[config.mk]
export PLATFORM = sky130hd
export DESIGN_NAME = filled_circle_span_generator
export DESIGN_NICKNAME = d
export VERILOG_FILES = /design/src/design/fcsg_pkg.sv /design/src/design/filled_circle_span_generator.sv /design/src/design/fcsg_span_unit.sv
export SDC_FILE = /design/constraint.sdc
export NUM_CORES = 1
export LEC_CHECK = 0
export ABC_CLOCK_PERIOD_IN_PS = 6950
export BUFFER_PORTS_ARGS = -buffer_cell sky130_fd_sc_hd__clkbuf_2
export CORE_UTILIZATION = 60
export DETAILED_ROUTE_END_ITERATION = 6
export PLACE_DENSITY = 0.81
export SYNTH_ARGS = -nofsm -noshare
export SYNTH_HDL_FRONTEND = slang
export SYNTH_SLANG_ARGS = --single-unit
[constraint.sdc]
create_clock -name clk -period 6.95 [get_ports clk]
set_input_delay 0.695 -clock clk [delete_from_list [all_inputs] [get_ports clk]]
set_output_delay 0.695 -clock clk [all_outputs]
set_load 0.02 [all_outputs]
[src/design/fcsg_pkg.sv]
// ----------------------------------------------------------------------------
// Filled circle span generator package
// Shared widths, the command and span phase codes and the structs between the
// sequencer and the span arithmetic unit.
// ----------------------------------------------------------------------------
`default_nettype none

package fcsg_pkg;

  // Fixed field widths.
  localparam int CENTER_W = 15;
  localparam int COORD_W  = 16;
  localparam int COLOR_W  = 24;
  localparam int RAD_IN_W = 10;

  // Offsets travel sign-extended to this width, enough for the widest radius.
  localparam int OFS_W = 17;

  // Internal sum width: one bit of headroom over centre plus offset.
  localparam int SUM_W = 18;

  // Input command: start a new circle or run its next iteration.
  typedef enum logic {
    CMD_BEGIN    = 1'b0,
    CMD_CONTINUE = 1'b1
  } circle_cmd_t;

  // Which of the four mirrored spans of an iteration is being produced.
  typedef enum logic [1:0] {
    PH_LOW_OUTER  = 2'd0,
    PH_LOW_INNER  = 2'd1,
    PH_HIGH_INNER = 2'd2,
    PH_HIGH_OUTER = 2'd3
  } span_phase_t;

  // Request to the span unit.
  typedef struct packed {
    span_phase_t                 phase;
    logic signed [CENTER_W-1:0]  cx;
    logic signed [CENTER_W-1:0]  cy;
    logic signed [OFS_W-1:0]     ox;
    logic signed [OFS_W-1:0]     oy;
  } span_req_t;

  // Span coordinates produced by the span unit.
  typedef struct packed {
    logic signed [COORD_W-1:0] y;
    logic signed [COORD_W-1:0] xl;
    logic signed [COORD_W-1:0] xr;
  } span_t;

endpackage

`default_nettype wire

[src/design/filled_circle_span_generator.sv]
// The first span beat of an item goes from the input through the state register to the output register.
// A begin or continue item yields four beats, one a cycle while the output is not stalled, and the
// input is held off until the last is loaded; a continue while idle yields one empty beat.
// The sequencer walks the four span phases through one shared span adder unit.
// Reset is synchronous: it idles the sequencer, clears the active flag and the output valid.
// ----------------------------------------------------------------------------
// Filled circle span generator
// Rasterises a filled circle into horizontal spans with Andres' integer circle
// algorithm, four mirrored spans per iteration.
// ----------------------------------------------------------------------------
`default_nettype none

module filled_circle_span_generator #(
  parameter int RADIUS_BITS = 10
) (
  input  wire                                      clk,
  input  wire                                      rst_n,

  input  wire                                      in_valid,
  output logic                                     in_stall,
  input  wire                                      in_cmd,
  input  wire signed [fcsg_pkg::CENTER_W-1:0]      in_center_x,
  input  wire signed [fcsg_pkg::CENTER_W-1:0]      in_center_y,
  input  wire        [fcsg_pkg::RAD_IN_W-1:0]      in_radius,
  input  wire        [fcsg_pkg::COLOR_W-1:0]       in_color,

  output logic                                     out_valid,
  input  wire                                      out_stall,
  output logic                                     out_span_valid,
  output logic signed [fcsg_pkg::COORD_W-1:0]      out_span_y,
  output logic signed [fcsg_pkg::COORD_W-1:0]      out_span_x_left,
  output logic signed [fcsg_pkg::COORD_W-1:0]      out_span_x_right,
  output logic        [fcsg_pkg::COLOR_W-1:0]      out_span_color,
  output logic                                     out_last_of_item,
  output logic                                     out_circle_done
);
  import fcsg_pkg::*;

  // Offsets and decision widths follow the radius width.
  localparam int SW = RADIUS_BITS + 2;
  localparam int DW = RADIUS_BITS + 4;
  localparam int RAD_EXT_W = RAD_IN_W + 15;

  typedef enum logic [1:0] {
    ST_IDLE,
    ST_SPAN,
    ST_EMPTY
  } state_t;

  // Sequencer and circle state.
  state_t                       st_r, st_nxt;
  span_phase_t                  phase_r, phase_nxt;
  logic                         active_r, active_nxt;
  logic signed [CENTER_W-1:0]   cx_r, cx_nxt;
  logic signed [CENTER_W-1:0]   cy_r, cy_nxt;
  logic        [RADIUS_BITS-1:0] rad_r, rad_nxt;
  logic        [COLOR_W-1:0]    col_r, col_nxt;
  logic signed [SW-1:0]         ox_r, ox_nxt;
  logic signed [SW-1:0]         oy_r, oy_nxt;
  logic signed [DW-1:0]         d_r, d_nxt;

  // Output register.
  logic                         ov_r, ov_nxt;
  logic                         osv_r, osv_nxt;
  span_t                        ospan_r, ospan_nxt;
  logic        [COLOR_W-1:0]    ocol_r, ocol_nxt;
  logic                         olast_r, olast_nxt;
  logic                         odone_r, odone_nxt;

  // Helpers.
  logic                         in_acc;
  logic                         out_free;
  logic        [RAD_EXT_W-1:0]  rad_ext;
  logic        [RADIUS_BITS-1:0] rad_load;
  span_req_t                    req;
  span_t                        span;

  logic signed [DW-1:0]         ox_d;
  logic signed [DW-1:0]         oy_d;
  logic signed [DW-1:0]         rad_d;
  logic signed [DW-1:0]         two_ox;
  logic signed [DW-1:0]         two_gap;
  logic signed [DW-1:0]         d_a;
  logic signed [DW-1:0]         d_b;
  logic signed [DW-1:0]         d_c;
  logic signed [DW-1:0]         d_step;
  logic signed [SW-1:0]         ox_step;
  logic signed [SW-1:0]         oy_step;
  logic                         done_c;

  assign in_stall = (st_r != ST_IDLE);
  assign in_acc   = in_valid && !in_stall;
  assign out_free = !ov_r || !out_stall;

  // Radius masked to the configured width.
  assign rad_ext  = {15'b0, in_radius};
  assign rad_load = rad_ext[RADIUS_BITS-1:0];

  // Shared span arithmetic.
  always_comb begin
    req.phase = phase_r;
    req.cx    = cx_r;
    req.cy    = cy_r;
    req.ox    = OFS_W'(ox_r);
    req.oy    = OFS_W'(oy_r);
  end

  fcsg_span_unit u_span (
    .req  (req),
    .span (span)
  );

  // Andres decision step for the end of the iteration.
  always_comb begin
    ox_d    = DW'(ox_r);
    oy_d    = DW'(oy_r);
    rad_d   = DW'($signed({1'b0, rad_r}));
    two_ox  = ox_d <<< 1;
    two_gap = (rad_d - oy_d) <<< 1;
    d_a     = d_r - two_ox - DW'(1);
    d_b     = d_r + (oy_d <<< 1) - DW'(1);
    d_c     = d_r + ((oy_d - ox_d - DW'(1)) <<< 1);
    priority if (d_r >= two_ox) begin
      d_step  = d_a;
      ox_step = ox_r + SW'(1);
      oy_step = oy_r;
    end else if (d_r < two_gap) begin
      d_step  = d_b;
      ox_step = ox_r;
      oy_step = oy_r - SW'(1);
    end else begin
      d_step  = d_c;
      ox_step = ox_r + SW'(1);
      oy_step = oy_r - SW'(1);
    end
    done_c = oy_step < ox_step;
  end

  // Sequencer next state.
  always_comb begin
    st_nxt     = st_r;
    phase_nxt  = phase_r;
    active_nxt = active_r;
    cx_nxt     = cx_r;
    cy_nxt     = cy_r;
    rad_nxt    = rad_r;
    col_nxt    = col_r;
    ox_nxt     = ox_r;
    oy_nxt     = oy_r;
    d_nxt      = d_r;
    ov_nxt     = ov_r && out_stall;
    osv_nxt    = osv_r;
    ospan_nxt  = ospan_r;
    ocol_nxt   = ocol_r;
    olast_nxt  = olast_r;
    odone_nxt  = odone_r;

    unique case (st_r)
      ST_IDLE: begin
        if (in_acc) begin
          phase_nxt = PH_LOW_OUTER;
          if (in_cmd == CMD_BEGIN) begin
            cx_nxt     = in_center_x;
            cy_nxt     = in_center_y;
            rad_nxt    = rad_load;
            col_nxt    = in_color;
            ox_nxt     = '0;
            oy_nxt     = SW'($signed({1'b0, rad_load}));
            d_nxt      = DW'($signed({1'b0, rad_load})) - DW'(1);
            active_nxt = 1'b1;
            st_nxt     = ST_SPAN;
          end else if (active_r) begin
            st_nxt = ST_SPAN;
          end else begin
            st_nxt = ST_EMPTY;
          end
        end
      end
      ST_EMPTY: begin
        if (out_free) begin
          ov_nxt    = 1'b1;
          osv_nxt   = 1'b0;
          ospan_nxt = '0;
          ocol_nxt  = '0;
          olast_nxt = 1'b1;
          odone_nxt = 1'b0;
          st_nxt    = ST_IDLE;
        end
      end
      ST_SPAN: begin
        if (out_free) begin
          ov_nxt    = 1'b1;
          osv_nxt   = 1'b1;
          ospan_nxt = span;
          ocol_nxt  = col_r;
          olast_nxt = (phase_r == PH_HIGH_OUTER);
          odone_nxt = (phase_r == PH_HIGH_OUTER) && done_c;
          phase_nxt = span_phase_t'(phase_r + 2'd1);
          if (phase_r == PH_HIGH_OUTER) begin
            st_nxt = ST_IDLE;
            if (done_c) begin
              active_nxt = 1'b0;
              ox_nxt     = '0;
              oy_nxt     = '0;
              d_nxt      = '0;
            end else begin
              ox_nxt = ox_step;
              oy_nxt = oy_step;
              d_nxt  = d_step;
            end
          end
        end
      end
      default: begin
        st_nxt = ST_IDLE;
      end
    endcase
  end

  // State and registered outputs.
  always_ff @(posedge clk) begin
    if (!rst_n) begin
      st_r     <= ST_IDLE;
      phase_r  <= PH_LOW_OUTER;
      active_r <= 1'b0;
      ox_r     <= '0;
      oy_r     <= '0;
      d_r      <= '0;
      ov_r     <= 1'b0;
    end else begin
      st_r     <= st_nxt;
      phase_r  <= phase_nxt;
      active_r <= active_nxt;
      ox_r     <= ox_nxt;
      oy_r     <= oy_nxt;
      d_r      <= d_nxt;
      ov_r     <= ov_nxt;
    end
    cx_r    <= cx_nxt;
    cy_r    <= cy_nxt;
    rad_r   <= rad_nxt;
    col_r   <= col_nxt;
    osv_r   <= osv_nxt;
    ospan_r <= ospan_nxt;
    ocol_r  <= ocol_nxt;
    olast_r <= olast_nxt;
    odone_r <= odone_nxt;
  end

  assign out_valid        = ov_r;
  assign out_span_valid   = osv_r;
  assign out_span_y       = ospan_r.y;
  assign out_span_x_left  = ospan_r.xl;
  assign out_span_x_right = ospan_r.xr;
  assign out_span_color   = ocol_r;
  assign out_last_of_item = olast_r;
  assign out_circle_done  = odone_r;

  // An accepted item holds off the next input item.
  a_busy_after_accept: assert property (@(posedge clk) disable iff (!rst_n)
    in_valid && !in_stall |=> in_stall)
    else $error("input not held off after an accepted beat");

  // The circle only finishes on the last beat of an item.
  a_done_is_last: assert property (@(posedge clk) disable iff (!rst_n)
    out_valid && out_circle_done |-> out_last_of_item && out_span_valid)
    else $error("circle done outside the last span beat");

  // An empty beat always closes its item.
  a_empty_is_last: assert property (@(posedge clk) disable iff (!rst_n)
    out_valid && !out_span_valid |-> out_last_of_item && !out_circle_done)
    else $error("empty beat not marked last");

  // The circle state is idle after the closing beat is loaded.
  a_idle_after_done: assert property (@(posedge clk) disable iff (!rst_n)
    $rose(out_circle_done) && out_valid |-> !active_r)
    else $error("circle still active after its final span");

endmodule

`default_nettype wire

[src/design/fcsg_span_unit.sv]
// ----------------------------------------------------------------------------
// Span arithmetic unit
// One row adder and one pair of column adders, reused for each of the four
// mirrored spans of an iteration under control of the phase code.
// ----------------------------------------------------------------------------
`default_nettype none

module fcsg_span_unit (
  input  fcsg_pkg::span_req_t req,
  output fcsg_pkg::span_t     span
);
  import fcsg_pkg::*;

  logic              outer;
  logic              below;
  logic signed [SUM_W-1:0] cx_e;
  logic signed [SUM_W-1:0] cy_e;
  logic signed [SUM_W-1:0] dy;
  logic signed [SUM_W-1:0] dx;
  logic signed [SUM_W-1:0] y_sum;
  logic signed [SUM_W-1:0] xl_sum;
  logic signed [SUM_W-1:0] xr_sum;

  // Outer spans take the horizontal offset as row distance; inner ones the vertical.
  always_comb begin
    outer = (req.phase == PH_LOW_OUTER) || (req.phase == PH_HIGH_OUTER);
    below = (req.phase == PH_LOW_OUTER) || (req.phase == PH_LOW_INNER);
    cx_e  = SUM_W'(req.cx);
    cy_e  = SUM_W'(req.cy);
    dy    = outer ? SUM_W'(req.ox) : SUM_W'(req.oy);
    dx    = outer ? SUM_W'(req.oy) : SUM_W'(req.ox);
  end

  // The shared adders.
  always_comb begin
    y_sum  = below ? (cy_e + dy) : (cy_e - dy);
    xl_sum = cx_e - dx;
    xr_sum = cx_e + dx;
    span.y  = y_sum[COORD_W-1:0];
    span.xl = xl_sum[COORD_W-1:0];
    span.xr = xr_sum[COORD_W-1:0];
  end

endmodule

`default_nettype wire
# Word level (Yosys, flattened, before mapping)
# Cells that the tools add are included.
classes:
  bitwise: 1
  n_lt_le_gt_ge: 3
  eq_ne: 10
  n_shift: 0
  mux: 57
  reduce_logical: 21
  div: 0
  multipliers: 0
  n_addsub: 16
op_table:
  columns: ["operator", "n"]
  rows:
  - ["two-way mux 12 bit", 13]
  - ["two-way mux 14 bit", 7]
  - ["two-way mux 48 bit", 2]
  - ["case mux 48 bit (2 select lines)", 1]
  - ["two-way mux 16 bit", 3]
  - ["two-way mux 24 bit", 2]
  - ["case mux 12 bit (2 select lines)", 2]
  - ["case mux 24 bit (2 select lines)", 1]
  - ["adder 15 x 16 -> 16 bit", 2]
  - ["subtractor 15 x 16 -> 16 bit", 2]
  - ["case mux 14 bit (2 select lines)", 1]
  - ["subtractor 14 x 2 -> 14 bit, second input constant", 2]
  - ["two-way mux 2 bit", 8]
  - ["adder 14 x 13 -> 14 bit", 1]
  - ["adder 14 bit", 1]
  - [">= comparator 14 x 13 -> 1 bit", 1]
  - ["less-than comparator 14 bit", 1]
  - ["subtractor 14 x 13 -> 14 bit", 1]
  - ["subtractor 11 x 12 -> 13 bit", 1]
  - ["subtractor 12 x 12 -> 13 bit", 1]
  - ["subtractor 13 x 2 -> 13 bit, second input constant", 1]
  - ["adder 12 x 2 -> 12 bit, second input constant", 1]
  - ["less-than comparator 12 bit", 1]
  - ["inequality test 2 bit, second input constant", 6]
  - ["other kinds (20)", 46]
word_totals:
  ram_bits: 0
  rom_bits: 0
  n_memories: 0
  latchBits: 0
  word_cells: 126
  register_bits: 183
  out_inout_bits: 77

# Longest topological paths before layout
# Gate-level depths: netlist of run 1.
logic_depth:
  ltp_word: 9
  mapped_depth: 33
  mapped_depth_nobuf: 31

# Modules after synthesis
# From an unflattened synthesis of run 1, not the netlist that was laid out.
unflattened:
  hier_cells: 1495
  area_unflattened_um2: 14102.3
by_module_without_submodules:
  columns: ["mod", "n_inst", "cells_per_inst", "area_per_inst_um2"]
  rows:
  - ["filled_circle_span_generator", 1, 1088, 11031.8]
  - ["fcsg_span_unit", 1, 407, 3070.4]

# Worst setup path after synthesis of run 1
# No wires, ideal clock.
synth_timing:
  path_kind: "register -> register"
  from: "register oy_r[2]"
  to: "register oy_r[8]"
  path_buffers: 3
  period_less_slack_ps: 6130
  setup_slack_ps: 820
  t_arrival_ps: 6056
  path_stages_with_launch: 31
  t_required_ps: 6876
  setup_time_ps: 74
  cell_sequence: "dfxtp_1 > inv_1 > ha_1 > nor2b_1 > o21ai_0 > nand2b_1 > a21oi_1 > o21ai_0 > a21o_1 > a21o_1 > a2111oi_0 > a211oi_1 > ha_1 > nand4_1 > a2111oi_0 > a2111o_1 > o22ai_1 > nand2b_1 > clkbuf_1 > clkbuf_1 > nand4_1 > xnor2_1 > ha_1 > nand4_1 > o2111ai_1 > o21a_1 > o21ai_0 > or2_1 > buf_6 > or4_1 > a31oi_1"
synth_between:
  elab_chain_len: 9
  elab_cells_between_ends: 11
synth_lines:
  columns: ["element", "line_no", "source"]
  rows:
  - ["start, declared", "filled_circle_span_generator.sv:59", "logic signed [SW-1:0] oy_r, oy_nxt;"]
  - ["start signal, assigned", "filled_circle_span_generator.sv:235", "oy_r <= oy_nxt;"]
  - ["subtractor 11 x 12 -> 13 bit", "filled_circle_span_generator.sv:119", "two_gap = (rad_d - oy_d) <<< 1;"]
  - ["less-than comparator 14 bit", "filled_circle_span_generator.sv:127", "end else if (d_r < two_gap) begin"]
  - ["two-way mux 12 bit", "filled_circle_span_generator.sv:127", null]
  - ["two-way mux 12 bit", "filled_circle_span_generator.sv:123", "priority if (d_r >= two_ox) begin"]
  - ["less-than comparator 12 bit", "filled_circle_span_generator.sv:136", "done_c = oy_step < ox_step;"]
  - ["two-way mux 12 bit *", "filled_circle_span_generator.sv:201", "if (done_c) begin"]
  - ["two-way mux 12 bit *", "filled_circle_span_generator.sv:199", "if (phase_r == PH_HIGH_OUTER) begin"]
  - ["two-way mux 12 bit *", "filled_circle_span_generator.sv:191", "if (out_free) begin"]
  - ["case mux 12 bit (2 select lines) *", "filled_circle_span_generator.sv:158", "unique case (st_r)"]
# Every way passes the cells marked *; elsewhere a longest branch is shown, timed or not. The select of a mux whose other input is x is not followed.
# A chain may end at the register's enable or synchronous reset.

# Worst setup path after layout of run 1
layout_timing:
  from: "register oy_r[1]"
  to: "register d_r[3]"
layout_between:
  elab_chain_len: 9
  elab_cells_between_ends: 18
layout_lines:
  columns: ["element", "line_no", "source"]
  rows:
  - ["subtractor 12 x 12 -> 13 bit / subtractor 11 x 12 -> 13 bit (equally long branches)", "filled_circle_span_generator.sv:122, filled_circle_span_generator.sv:119", null]
  - ["subtractor 13 x 2 -> 13 bit / less-than comparator 14 bit (equally long branches)", "filled_circle_span_generator.sv:122, filled_circle_span_generator.sv:127", null]
  - ["adder 14 bit / two-way mux 12 bit (equally long branches)", "filled_circle_span_generator.sv:122, filled_circle_span_generator.sv:127", null]
  - ["two-way mux 14 bit / two-way mux 12 bit (equally long branches)", "filled_circle_span_generator.sv:127, filled_circle_span_generator.sv:123", null]
  - ["two-way mux 14 bit / less-than comparator 12 bit (equally long branches)", "filled_circle_span_generator.sv:123, filled_circle_span_generator.sv:136", null]
  - ["two-way mux 14 bit *", "filled_circle_span_generator.sv:201", null]
  - ["two-way mux 14 bit *", "filled_circle_span_generator.sv:199", null]
  - ["two-way mux 14 bit *", "filled_circle_span_generator.sv:191", null]
  - ["case mux 14 bit (2 select lines) *", "filled_circle_span_generator.sv:158", null]
  - ["end signal, assigned", "filled_circle_span_generator.sv:236", "d_r <= d_nxt;"]
  - ["end, declared", "filled_circle_span_generator.sv:60", "logic signed [DW-1:0] d_r, d_nxt;"]
# Marked as above.

==> impl_results.md, run 1 <==
- Vertical extent of the die: 151 um
- Required time worst endpoint: 7240 ps
- Area of the core: 21800 um^2
- Antenna-violating nets left: 0
- Number of instances on the worst hold path: 1
- Pre-CTS setup slack: 119 ps
- Most frequent standard cell in the layout excluding fill and tap cells: ha_1
- Met1 GRT Util: 42.6%
- Total congestion overflow: 0
- Clock tree skew after final layout: 14.4 ps
- TritonCTS buffer count: 17
- Netlist area before placement: 13400 um^2
- Number of antenna violations at the first check in global routing: 0
- Overall track demand over capacity in global routing: 32.8%
- Yosys top cell area share: 31.0%
- Power density relative to cell area: 496 nW/um^2
- Post-synthesis cell type count: 70
- Largest net degree at the start of global routing: 75
- Top FF cell, synth: edfxtp_1
- Worst hold path endpoint: col_r[13]
- Number of global-route vias before repair: 11.0k
- Average wire per cell in the routed design: 19.9 um
- Number of iterations in the first detailed-routing pass: 5
- Peak supply drop: 318 uV
- Fraction of registers with async set or reset after synthesis: 0%
- Cell types with the largest area share after synthesis: edfxtp_1 31%, ha_1 14%, dfxtp_1 6.6%, xnor2_1 5.7%, a21oi_1 4.0%
- Number of setup violations in the final report: 0
- Final Net Count: 1785
- Launching point of the worst reg2reg path: oy_r[1]
- Kind of start point of the critical path: register
- Setup_tns: 0 ps
- Number of cells traversed by the worst register-to-register path: 31
- Total leakage power: 6.26 nW
- Finished Core Util: 68.8%
- Global-route wire length before repair: 57000 um
- Buffers added on ports: 145
- Clock network latency to the later pin of the worst-skew pair: 460 ps
- Period utilization: 93.6%
- Global routing usage on met2: 54.2%
- Standard-cell row count: 54
- Reg-to-Reg End: d_r[3]
- Class of the worst hold path: in2reg
- Register clock-pin slew on the reported worst setup and hold paths: 80 ps
- Global Route met3 Usage: 4.76%
- Final critical-path setup slack: 441 ps
- Final count of hold timing violations: 0
- Register-to-register path setup slack: 440 ps
- Final critical-path required period: 6510 ps
- Total nets after synthesis: 1661
- Clock tree root driver cell: clkbuf_16
- H-tree lvl count: 4
- Leading cell types in the layout, fill and taps excluded: 150 x ha_1, 145 x clkbuf_2, 138 x edfxtp_1
- Worst hold start: in_color[13]
- CP Max Fanout: 13
- Number of remaining DRC errors: 0
- Die width: 151 um
- Setup CP Type: reg2reg
- Initial Util: 61.3%
- Result of the run: completed
- Part of the Yosys area used for sequential elements: 37.6%
- Fin. max-slew vios: 0
- Max frequency: 154 MHz
- Ys Warns: 0
- Sinks on Clock Net: 182
- Normalized max-slew margin: 26.8%
- Routed vias/inst: 6.20
- Iteration-0 DRC count of the detailed router: 983
- Detail Placement HPWL: 27300 um
- Number of flops mapped to enable cells by yosys: 138
- Final RePlAce weighted congestion: 0.953
- Max incr delay on CP: 530 ps
- Layer with the highest usage after global routing: met2
- Arrival time of data at the critical path endpoint: 6800 ps
- Share of final-layout standard cells stronger than drive strength 1: 14.5%
- Area overhead of the layout relative to synthesis: 12.2%
- Cell taking the most area after synthesis: edfxtp_1
- Worst-Margin Slew: 1090 ps
- Area of the die: 22900 um^2
- Synth Area per Inst: 9.34 um^2
- Number of flip-flops and latches in the synthesized netlist: 182
- Clock tree from TritonCTS: built
- Ports placed on the boundary: 146
- Syn Inst Count: 1433
- Largest buffer count on any clock path: 2
- Cell with the biggest individual delay on the critical path: dfxtp_1
- Vias after detailed routing: 11.5k
- Routed wire length: 36700 um
- Max-cap check violation count: 0
- CP endpoint kind: register
[kinds of logic after synthesis]
logic type / after synthesis / share of synthesized area [%]
AOI/OAI and AO/OA: 379 / 18.4
xor gates and xnor gates: 122 / 7.99
adders and majority gates: 159 / 15.3
buffers and inverters: 181 / 5.17
DFF: 182 / 37.6
muxes: 16 / 1.22
and+or+nand+nor: 394 / 14.4
[where the power goes]
| group | switching [W] | internal, W |
|---|---|---|
| Sequential | 0.000146 | 0.00143 |
| Clock | 0.000488 | 0.000474 |
| Combinational | 0.00299 | 0.00193 |
[per-stage QoR]
stage	hold WS (ps)	cell area [um^2]	total power, W	cells
2_1_floorplan	431	13400	0.00509	1433
3_3_place_gp	449	14400	0.00619	1818
3_5_place_dp	446	14400	0.00629	1818
4_1_cts	407	15000	0.00727	1849
5_1_grt	404	15000	0.00797	1849
6_report	407	15000	0.00745	1850
[layer usage]
layer	vias up	share of wire, %	routed length (um)
li1	5405	-	-
met1	5438	41	14900
met2	541	47	17300
met3	94	8.3	3050
met4	0	3.8	1410
met5	-	0	0
[critical path, delay by kind of cell, from the launching register on]
family	cells	cell delay, ps
compound gates	18	3510
xor+xnor	2	250
simple gates	6	860
buf+inv	2	320
flops	1	530
fa+ha+maj	3	860
[synthesized netlist by cell type (all sizes together) (3+ instances only)]
| library cell | number |
|---|---|
| a2111oi | 8 |
| a211oi | 18 |
| a21boi | 5 |
| a21o | 39 |
| a21oi | 107 |
| a221oi | 8 |
| a22oi | 3 |
| a31oi | 14 |
| a41oi | 3 |
| and2 | 36 |
| and3 | 11 |
| buf | 8 |
| clkbuf | 55 |
| dfxtp | 44 |
| edfxtp | 138 |
| fa | 8 |
| ha | 151 |
| inv | 118 |
| mux2i | 14 |
| nand2 | 76 |
| nand2b | 13 |
| nand3 | 24 |
| nand4 | 17 |
| nor2 | 114 |
| nor2b | 21 |
| nor3 | 48 |
| nor3b | 4 |
| nor4 | 5 |
| o211ai | 9 |
| o21a | 15 |
| o21ai | 83 |
| o21bai | 11 |
| o221ai | 3 |
| o22ai | 6 |
| o311ai | 4 |
| o31ai | 10 |
| o32ai | 5 |
| o41ai | 3 |
| or2 | 6 |
| or3 | 13 |
| or4 | 4 |
| xnor2 | 87 |
| xor2 | 35 |
[layout make-up]
cell class	count	area [um^2]
inverter	118	443
timing repair buffer	168	906
tap	280	350
clock buffer	17	425
fill	1701	6810
antenna	1	2.50
multi-input combinational	1070	7730
sequential	182	5030
clock inverter	14	129
[repair_timing]
item | CTS | global route
gates resized for setup | 0 | 15
setup buffers | 0 | 0
hold buffers | 0 | 0
endpoints found under the setup margin | 0 | 38
[sequential cells by signal, indices dropped and copies added (netlist names), 14 cells and up]
| signal | cells |
|---|---|
| col_r | 24 |
| out_span_color | 24 |
| out_span_x_right | 16 |
| out_span_y | 16 |
| cx_r | 15 |
| cy_r | 15 |
| out_span_x_left | 15 |
| d_r | 14 |
[how the worst max path moves through the flow]
stage | slack, ps | to | startpoint | cells after the start
after global routing | -40 | d_r[2] | oy_r[2] | 31
after floorplan | 820 | oy_r[8] | oy_r[2] | 30
final | 440 | d_r[3] | oy_r[1] | 31
after CTS | 90 | ox_r[7] | oy_r[2] | 30
after detailed placement | 120 | ox_r[7] | oy_r[2] | 30
after global placement | 450 | ox_r[7] | oy_r[2] | 30
Note: power is estimated with default switching activity, not from simulation.
==> inputs of run 2 (changes only) <==
Settings changed: SYNTH_HIERARCHICAL set to 1.
==> run 2 against run 1 <==
Die area increased by 5.3%. Power rose by 15%. Final area grew 5.4%. Global-route usage is 2.7 points lower. Largest power group unchanged. Highest routed layer unchanged.
==> impl_results.md, run 2 <==
- Result of the run: completed
- Routed length on met1: 15500 um
- Routed wire length: 35700 um
- Met2 layer wire length in the routed design: 17000 um
- Post-synthesis cell type count: 91
- Critical path buffers and inverters: 4
- Area overhead of the layout relative to synthesis: 12.1%
- Setup CP Type: reg2reg
- Clock tree from TritonCTS: built
- Max frequency: 154 MHz
- Die width: 155 um
- Summed area of non-filler cells in the final layout: 15800 um^2
- Worst hold start: in_center_x[11]
- Total congestion overflow: 0
- Synth Area per Inst: 9.43 um^2
- Class of the worst hold path: in2reg
- Iteration-0 DRC count of the detailed router: 894
- Worst-Margin Slew: 1150 ps
- Register clock-pin slew on the reported worst setup and hold paths: 80 ps
- Number of cells traversed by the worst register-to-register path: 29
- Reg-to-Reg End: d_r[13]
- Netlist area before placement: 14100 um^2
- Max-cap check violation count: 0
- Total inserted antenna cells: 0
- Leading cell types in the layout, fill and taps excluded: 151 x ha_1, 145 x clkbuf_2, 139 x edfxtp_1
- CP Max Fanout: 22
- Cell taking the most area after synthesis: edfxtp_1
- Arrival time of data at the critical path endpoint: 6850 ps
- Power density relative to cell area: 541 nW/um^2
- Detail Placement HPWL: 26500 um
- Met3 wire len: 2190 um
- Largest buffer count on any clock path: 2
- Top-count cell post-synth: ha_1
- Post-synth top cells: 153 x ha_1, 139 x edfxtp_1, 129 x inv_1
- Final critical-path required period: 6490 ps
- Yosys top cell area share: 29.6%
- Total nets after synthesis: 1725
- Total leakage power: 6.56 nW
- Area after DPL: 15200 um^2
- CTS hold repair buffers: 0
- Max incr delay on CP: 500 ps
- Peak supply drop: 423 uV
- Cell with the biggest individual delay on the critical path: a2111oi_1
- Ports placed on the boundary: 146
- Antenna-violating nets left: 0
- Buffers added on ports: 145
- Largest net degree at the start of global routing: 75
- Normalized max-slew margin: 23.1%
- Top FF cell, synth: edfxtp_1
- Clock tree root driver cell: clkbuf_16
- Routed vias/inst: 5.95
- Number of iterations in the first detailed-routing pass: 6
- Number of setup buffers added after CTS: 0
- Average wire per cell in the routed design: 18.2 um
- Cell types with the largest area share after synthesis: edfxtp_1 30%, ha_1 14%, dfxtp_1 6.2%, xnor2_1 5.8%, a21oi_1 3.5%
- Finished Core Util: 69.2%
- Fraction of registers with async set or reset after synthesis: 0%
- Initial Util: 61.7%
- Fin. max-slew vios: 0
- Number of flops mapped to enable cells by yosys: 139
- CP endpoint kind: register
- Most frequent standard cell in the layout excluding fill and tap cells: ha_1
- Crit-path leading delay family: compound AO/OA/AOI/OAI gates
- Vias after detailed routing: 11.7k
- Register-to-register path setup slack: 460 ps
- Clock tree skew after final layout: 14.0 ps
- Number of antenna violations at the first check in global routing: 0
- Required time worst endpoint: 7310 ps
- Standard-cell row count: 55
- Post-CTS sizing: 0
- Final RePlAce weighted congestion: 0.983
- Highest signal layer in the routed design: met4
- H-tree lvl count: 4
- Clock network latency to the later pin of the worst-skew pair: 450 ps
- Overall track demand over capacity in global routing: 30.1%
- Pre-CTS setup slack: 378 ps
- TritonCTS buffer count: 17
- Final count of hold timing violations: 0
- Number of gates on the worst path with buffers counted: 29
- Kind of start point of the critical path: register
- Global-route wire length before repair: 56900 um
- Worst hold path endpoint: cx_r[11]
- Worst path most repeated cell: a21oi_1
- Final hold slack: 417 ps
- Vertical extent of the die: 155 um
- Area of the core: 22800 um^2
- Final Net Count: 1862
- Number of instances on the worst hold path: 1
- Number of global-route vias before repair: 11.3k
- Syn Inst Count: 1495
- Area of the die: 24100 um^2
- Number of remaining DRC errors: 0
- Final critical-path setup slack: 463 ps
- Number of setup violations in the final report: 0
- Number of flip-flops and latches in the synthesized netlist: 183
- Part of the Yosys area used for sequential elements: 35.8%
- Sinks on Clock Net: 183
- Period utilization: 93.3%
- Ys Warns: 6
- Share of final-layout standard cells stronger than drive strength 1: 15.6%
- Launching point of the worst reg2reg path: oy_r[1]
run 2: cell count changes in the layout (fill, tap and decap cells not counted), sizes merged, moves of 9 or more:
| cell | change |
|---|---|
| and2 | +42 |
| nor3 | -12 |
| mux2i | +9 |
| a21o | -12 |
| nor2 | -17 |
| inv | +10 |
| mux2 | +16 |
run 2: cell families after synthesis:
family / synth area share [%]
compound gates: 18.1
flops: 35.8
mux: 3.21
buf+inv: 5.15
fa+ha+maj: 14.7
simple gates: 15.2
xor+xnor: 7.83
run 2: power breakdown:
part / switching, W / leakage [nW] / internal [W]
combinational: 0.00350 / 4.60 / 0.00235
clock: 0.000505 / 0.291 / 0.000488
sequential: 0.000185 / 1.67 / 0.00152
total: 0.00419 / 6.56 / 0.00436
run 2: layout make-up:
type                       instances  area, um^2
sequential                       183        5060
timing repair buffer             169         906
inverter                         132         495
tap                              313         392
clock buffer                      17         425
multi-input combinational       1129        8370
clock inverter                    15         171
fill                            1862        7030
run 2: worst max path at each step:
stage | start | to | slack [ps]
final | oy_r[1] | d_r[13] | 460
after global routing | oy_r[1] | d_r[13] | -20
after CTS | oy_r[2] | d_r[8] | 330
after detailed placement | oy_r[2] | d_r[8] | 380
after global placement | oy_r[1] | d_r[8] | 500
after floorplan | oy_r[1] | d_r[8] | 970
run 2: through the flow:
step | cells | TNS, ps | total power [W]
finish | 1958 | 0 | 0.00855
global route | 1958 | -33.9 | 0.00922
CTS | 1958 | 0 | 0.00848
detailed placement | 1926 | 0 | 0.00745
global placement | 1926 | 0 | 0.00734
floorplan | 1495 | 0 | 0.00601
run 2: per-layer routing:
layer,track usage [%],vias up
li1,-,5678
met1,39.1,5502
met2,51.3,405
met3,4.07,73
met4,11.1,0
met5,0,-
